$ cat src/rtl/lph_pkg.sv
`timescale 1ns / 1ps
// ----------------------------------------------------------------------------
// Linear probe hash set package
// Shared constants, request codes and controller/datapath interface types.
// ----------------------------------------------------------------------------
package lph_pkg;

  localparam int unsigned Slots      = 1024;
  localparam int unsigned SlotW      = $clog2(Slots);
  localparam int unsigned HashWords  = 128;
  localparam int unsigned HashW      = $clog2(HashWords);
  localparam int unsigned Digits     = 8;
  localparam int unsigned DigitBits  = 4;
  localparam int unsigned CountW     = 11;
  localparam int unsigned SizeW      = 4;
  localparam int unsigned MaxLog2    = $clog2(Slots);
  localparam logic [CountW-1:0] CountMax = '1;

  typedef enum logic [1:0] {
    REQ_INSERT = 2'd0,
    REQ_LOOKUP = 2'd1,
    REQ_DELETE = 2'd2,
    REQ_LOAD   = 2'd3
  } req_e;

  // Commands from the controller to the datapath.
  typedef struct packed {
    logic capture;     // latch a new request
    logic load_word;   // write a hash word
    logic hash_step;   // fold one digit into the hash
    logic probe_init;  // set probe position to the home slot
    logic rd_issue;    // read slot key and flags at probe position
    logic probe_next;  // advance probe position
    logic clear_step;  // clear one flag entry
    logic do_insert;   // place key at probe position
    logic do_delete;   // tombstone the probe position
    logic set_found;   // record a hit at probe position
    logic set_full;    // record a full table
    logic emit;        // present the result
  } cmd_t;

  // Status from the datapath to the controller.
  typedef struct packed {
    logic [1:0] req;
    logic       hash_last;  // last digit being folded
    logic       slot_free;
    logic       slot_del;
    logic       key_eq;
    logic       probe_last; // all slots of the current size were probed
    logic       clear_last;
  } stat_t;

endpackage

$ cat src/rtl/lph_ctrl.sv
`timescale 1ns / 1ps
// ----------------------------------------------------------------------------
// Linear probe hash set controller
// Sequences clearing, hash word loads, hashing, probing and the result strobe.
// ----------------------------------------------------------------------------
module lph_ctrl (
  input  logic           clk_i,
  input  logic           rst_ni,
  input  logic           start_i,
  output logic           busy_o,
  input  lph_pkg::stat_t stat_i,
  output lph_pkg::cmd_t  cmd_o
);
  import lph_pkg::*;

  localparam logic [2:0] StClear = 3'd0;
  localparam logic [2:0] StIdle  = 3'd1;
  localparam logic [2:0] StHash  = 3'd2;
  localparam logic [2:0] StRead  = 3'd3;
  localparam logic [2:0] StEval  = 3'd4;
  localparam logic [2:0] StDone  = 3'd5;

  logic [2:0] state_q, state_d;

  always_ff @(posedge clk_i or negedge rst_ni) begin
    if (!rst_ni) begin
      state_q <= StClear;
    end else begin
      state_q <= state_d;
    end
  end

  assign busy_o = (state_q != StIdle);

  always_comb begin
    state_d = state_q;
    cmd_o   = '0;
    case (state_q)
      StClear: begin
        cmd_o.clear_step = 1'b1;
        if (stat_i.clear_last) begin
          state_d = StIdle;
        end
      end
      StIdle: begin
        if (start_i) begin
          cmd_o.capture = 1'b1;
          state_d = StHash;
        end
      end
      StHash: begin
        if (stat_i.req == REQ_LOAD) begin
          cmd_o.load_word = 1'b1;
          state_d = StDone;
        end else begin
          cmd_o.hash_step = 1'b1;
          if (stat_i.hash_last) begin
            cmd_o.probe_init = 1'b1;
            state_d = StRead;
          end
        end
      end
      StRead: begin
        cmd_o.rd_issue = 1'b1;
        state_d = StEval;
      end
      StEval: begin
        state_d = StDone;
        if (stat_i.req == REQ_INSERT) begin
          if (stat_i.slot_free || stat_i.slot_del) begin
            cmd_o.do_insert = 1'b1;
          end else if (stat_i.key_eq) begin
            cmd_o.set_found = 1'b1;
          end else if (stat_i.probe_last) begin
            cmd_o.set_full = 1'b1;
          end else begin
            cmd_o.probe_next = 1'b1;
            state_d = StRead;
          end
        end else begin
          if (stat_i.slot_free) begin
            state_d = StDone;
          end else if (!stat_i.slot_del && stat_i.key_eq) begin
            cmd_o.set_found = 1'b1;
            cmd_o.do_delete = (stat_i.req == REQ_DELETE);
          end else if (!stat_i.probe_last) begin
            cmd_o.probe_next = 1'b1;
            state_d = StRead;
          end
        end
      end
      StDone: begin
        cmd_o.emit = 1'b1;
        state_d = StIdle;
      end
      default: begin
        state_d = StIdle;
      end
    endcase
  end

endmodule

$ cat config.mk
export PLATFORM = sky130hd
export DESIGN_NAME = lph_ctrl
export DESIGN_NICKNAME = d
export VERILOG_FILES = /design/src/rtl/lph_pkg.sv /design/src/rtl/lph_ctrl.sv
export SDC_FILE = /design/constraint.sdc
export NUM_CORES = 1
export LEC_CHECK = 0
export ABC_AREA = 1
export ABC_CLOCK_PERIOD_IN_PS = 1500
export BUFFER_PORTS_ARGS = -buffer_cell sky130_fd_sc_hd__buf_2
export CAP_MARGIN = 20
export CORE_AREA = 2 2 39 41
export DETAILED_ROUTE_END_ITERATION = 12
export DIE_AREA = 0 0 41 43
export PLACE_DENSITY_LB_ADDON = 0.05
export SYNTH_ARGS = -nofsm -noshare
export SYNTH_HDL_FRONTEND = slang
export SYNTH_SLANG_ARGS = --single-unit
$ cat constraint.sdc
create_clock -name clk_i -period 1.5 [get_ports clk_i]
set_clock_uncertainty 0.15 [all_clocks]
set_input_delay 0 -clock clk_i [delete_from_list [all_inputs] [get_ports clk_i]]
set_output_delay 0 -clock clk_i [all_outputs]
set_load 0.03 [all_outputs]
* After elaboration in Yosys (flattened, before gate mapping)
Index checks and enable logic that the tools add are counted.
** Word-level totals
- Register bits :: 3
- Bits of input ports :: 11
- Output and inout port bits :: 13
- Logic and storage cells :: 57
** Operators by class
- Eq/ne operators :: 11
- Multiplexer cells :: 39
- Reductions and logical operators :: 6
** Operator list (count)
- $mux 3 :: 11
- $mux 1 :: 22
- $pmux 3 s5 :: 1
- $mux 2 :: 4
- $eq 3x2->1 const B :: 2
- $eq 3x3->1 const B :: 2
- $eq 2x2->1 const B :: 2
- $mux 4 :: 1
- $ne 2x2->1 const B :: 2
- $eq 3x1->1 const B :: 1
- $logic_not 3->1 :: 1
- $ne 3x1->1 const B :: 1
- $ne 3x3->1 const B :: 1
- $reduce_and 3->1 :: 1
- $logic_not 2->1 :: 1
- $logic_and 1x1->1 :: 1
- $logic_not 1->1 :: 1
- $logic_or 1x1->1 :: 1

* Logic depth before layout (Yosys ltp)
- Word-level depth :: 6
- Depth in mapped cells :: 8

* Worst setup path after synthesis
OpenSTA, ideal clock, no wires.
- Path kind :: register to register
- Start point :: register state_q[1]
- End point :: register state_q[1]
- Setup time :: 0.116 ns
- Data arrival time :: 1.481 ns
- Setup slack :: -0.248 ns
- Stages on the path, launching flop included :: 7
- Cell sequence :: dfrtp_1 > nor3_1 > nand2_1 > nand2_1 > nor2_1 > nand2_1 > nand2_1
** On the way
- Longest elaborated chain between the ends :: 3
** Ends and longest elaborated chain
- start, declared :: RTL line lph_ctrl.sv:23 : logic [2:0] state_q, state_d;
- start signal, assigned :: RTL line lph_ctrl.sv:27 : state_q <= StClear;
- start signal, assigned :: RTL line lph_ctrl.sv:29 : state_q <= state_d;
- $eq 3x2->1 (tied with other cells) :: RTL line lph_ctrl.sv:38 : case (state_q)
- $ne 3x3->1 (no line) or $ne 2x2->1 (tied branches)
- $reduce_and 3->1 (no line)
Several ways; a longest one is shown, not always the timed one.
A chain may end at the register's enable or synchronous reset.

==> flow_summary_export.csv <==
group,metric,value,unit
routing,drtAntennaViolNets,0,
timing,tightestPinTransition,0.244,ns
cts,numCtsBuffers,3,
floorplanning,fp.coreArea,0.00138,sq mm
flow_run,drv_cap,0,
grt,grt_pass1_vias,409,
routing,routedWlPerCell,8.74,um
logic_synthesis,syn_area,322,sq um
worst_setup_path,cp_max_fo,4,
min_path,min_path_type,"in -> reg",
grt,grt_pass1_wl,1530,um
timing,tns,0,ns
power,switching_share,51.8,%
logic_synthesis,netlist_top_cells_area,"dfrtp_1 23%, nand2_1 19%, inv_1 18%",
timing,holdWs,0.0382,ns
placed_design,post_dp_cell_area,482,sq um
cts,cts.path.max_buffers,2,
power,irDropWorstVdd,0.421,mV
logic_synthesis,netlist_instances,59,
logic_synthesis,yosysTopAreaCell,"dfrtp_1",
grt,overflow,0,
worst_setup_path,cp-endpoint,"cmd_o[3]",
power,leakage,0.375,nW
worst_setup_path,r2r_end,"state_q[1]",
routing,firstDrtPassIters,1,
worst_setup_path,critPathLaunch,"state_q[0]",
floorplanning,die_area,0.00176,sq mm
timing,clock.fmax,0.681,GHz
timing,post-route-period-util,97.9,%
routing,drtIter0Drc,0,
grt,track_usage,12.6,%
placed_design,dp.final_hpwl,749,um
floorplanning,num_io_pins,24,
power,power_density,1540,mW/mm^2
timing,setup_violations,0,
layout,syn_to_final_growth,92.2,%
power,p_comb_share,67.7,%
layout,final_nets,105,
worst_setup_path,endpoint_kind,"output port",
worst_setup_path,reg2reg_depth,6,
cts,htree_levels,1,
power,seq_power_share,17.6,%
worst_setup_path,timing.rr.start,"state_q[1]",
layout,fin_area,618,sq um
status,outcome,"complete, no violations",
timing,rsz0062_at_grt,"yes",
worst_setup_path,path_cells,"inv_2 > nand3_4 > nor3_4 > and3b_1 > buf_6",
logic_synthesis,ys_seq_area_share,23.3,%
routing,routed_wl,953,um
logic_synthesis,yosysWarnings,0,
grt,antenna_found_initial,0,
power,p_int,0.459,mW
floorplanning,die_height,43,um
worst_setup_path,critPathMaxStageDelay,0.42,ns
timing,fin_ws,0.0318,ns
worst_setup_path,critPathSlowestCell,"dfrtp_1",
logic_synthesis,syn_area_per_cell,5.45,sq um
power,clkPwrFrac,14.7,%
logic_synthesis,netlist.area_leader.share,23.3,%
routing,drc,0,
floorplanning,rows,14,
cts,clock-sinks,3,
worst_setup_path,cp-start-kind,"flop",
layout,largest_reg_flops,3,
timing,fin_crit,1.47,ns
layout,antennaDiodeCount,0,
worst_setup_path,r2r_setup_slack,0.11,ns
timing,finalHoldViolations,0,
layout,fin_util,44.7,%
power,power,0.953,mW
routing,viasPerCell,4.23,
grt,grt_max_degree,5,
layout,fin_cells,109,
cts,cts_tree,"built",
floorplanning,initial_core_util,23.2,%
placed_design,place_inst,99,
worst_setup_path,arrival,1.32,ns
worst_setup_path,worstPathRequired,1.35,ns
cts,cts_root_buf,"clkbuf_4",
placed_design,gp_congestion,0.705,
logic_synthesis,synth.distinct_cells,12,
placed_design,pre_cts_ws,0.166,ns
power,power.switching,0.494,mW
layout,drive_gt1_share,45.2,%
cts,clk_pin_slew,0.04,ns
layout,reg_top3,"state_q (3)",
cts,worstSkewPairLatency,0.23,ns
layout,fill_cells,152,
worst_setup_path,path_class,"reg -> out",
placed_design,port_buffers,23,
routing,via_count,461,
floorplanning,dieWidth,41,um
timing,max-slew-margin-rel,83.6,%
logic_synthesis,synthesis.nets,70,
layout,regMostFlops,"state_q",
logic_synthesis,ys_seq_elements,3,
timing,report.final.slew_viol_count,0,
[power by group through the flow]
stage | sequential (mW) | combinational, mW | clock [mW]
finish | 0.168 | 0.645 | 0.140
global route | 0.170 | 0.708 | 0.158
CTS | 0.162 | 0.593 | 0.145
detailed placement | 0.164 | 0.531 | 0
global placement | 0.163 | 0.540 | 0
floorplan | 0.156 | 0.383 | 0
[synthesized netlist by cell type]
| cell type | count |
|---|---|
| and3b_1 | 1 |
| dfrtp_1 | 3 |
| inv_1 | 15 |
| inv_2 | 1 |
| nand2_1 | 16 |
| nand2_2 | 1 |
| nand3_1 | 1 |
| nand3_2 | 2 |
| nor2_1 | 12 |
| nor3_1 | 5 |
| nor3_2 | 1 |
| nor4_1 | 1 |
[placed cells by master, fill, tap and decap left out, types with 2 or more instances in the layout]
cell type      count
buf_4              5
nor3_1             3
buf_2             18
nand3_2            2
dlygate4sd3_1      4
clkbuf_4           4
nand2_1           16
inv_1             13
nor2_1            11
inv_2              3
nor3_2             2
dfrtp_1            2
[logic make-up (layout without fill, tap and decap cells)]
kind of cell / Yosys count / in the layout / synth area share [%]
buffers and inverters: 16 / 50 / 18.7
DFF: 3 / 3 / 23.3
and+or+nand+nor: 40 / 40 / 58.0
[worst max-delay path: cells and delay by family, from the launching register on]
family	cells	cell delay, ns
AND/OR/NAND/NOR	3	0.41
buffers and inverters	2	0.24
flip-flops	1	0.42
[how the worst min path moves through the flow]
stage / startpoint / end / slack (ns) / cells past startpoint
finish: stat_i[0] / state_q[0] / 0.04 / 7
CTS: stat_i[0] / state_q[0] / 0.03 / 7
global placement: rst_ni / state_q[2] / -0.35 / 1
floorplan: rst_ni / state_q[0] / -0.45 / 0
detailed placement: rst_ni / state_q[2] / -0.35 / 1
global route: stat_i[0] / state_q[0] / 0.08 / 7
[metal layers]
metal,vias to the layer above,GRT usage (%),share of wire (%)
li1,243,-,-
met1,206,13.2,37
met2,12,21.9,56
met3,0,4.19,6.0
met4,0,4.00,0
met5,-,0,0
[area by class of cell]
class                           count  area, sq um  area share (%)
Multi-Input combinational cell     40          229            37.0
Timing Repair Buffer               30          206            33.4
Tap cell                           16         20.0            3.24
Clock buffer                        4         26.3            4.25
Sequential cell                     3         76.3            12.3
Inverter                           16         60.1            9.72
[timing repair]
item                                   in CTS  in global routing
setup buffers                               1                  1
resized for setup                           6                  8
endpoints found under the hold margin       5                  0
setup endpoints to repair                   4                  4
pin swaps                                   0                  1
hold buffers                                4                  0
Power figures use the tool's default switching activity.
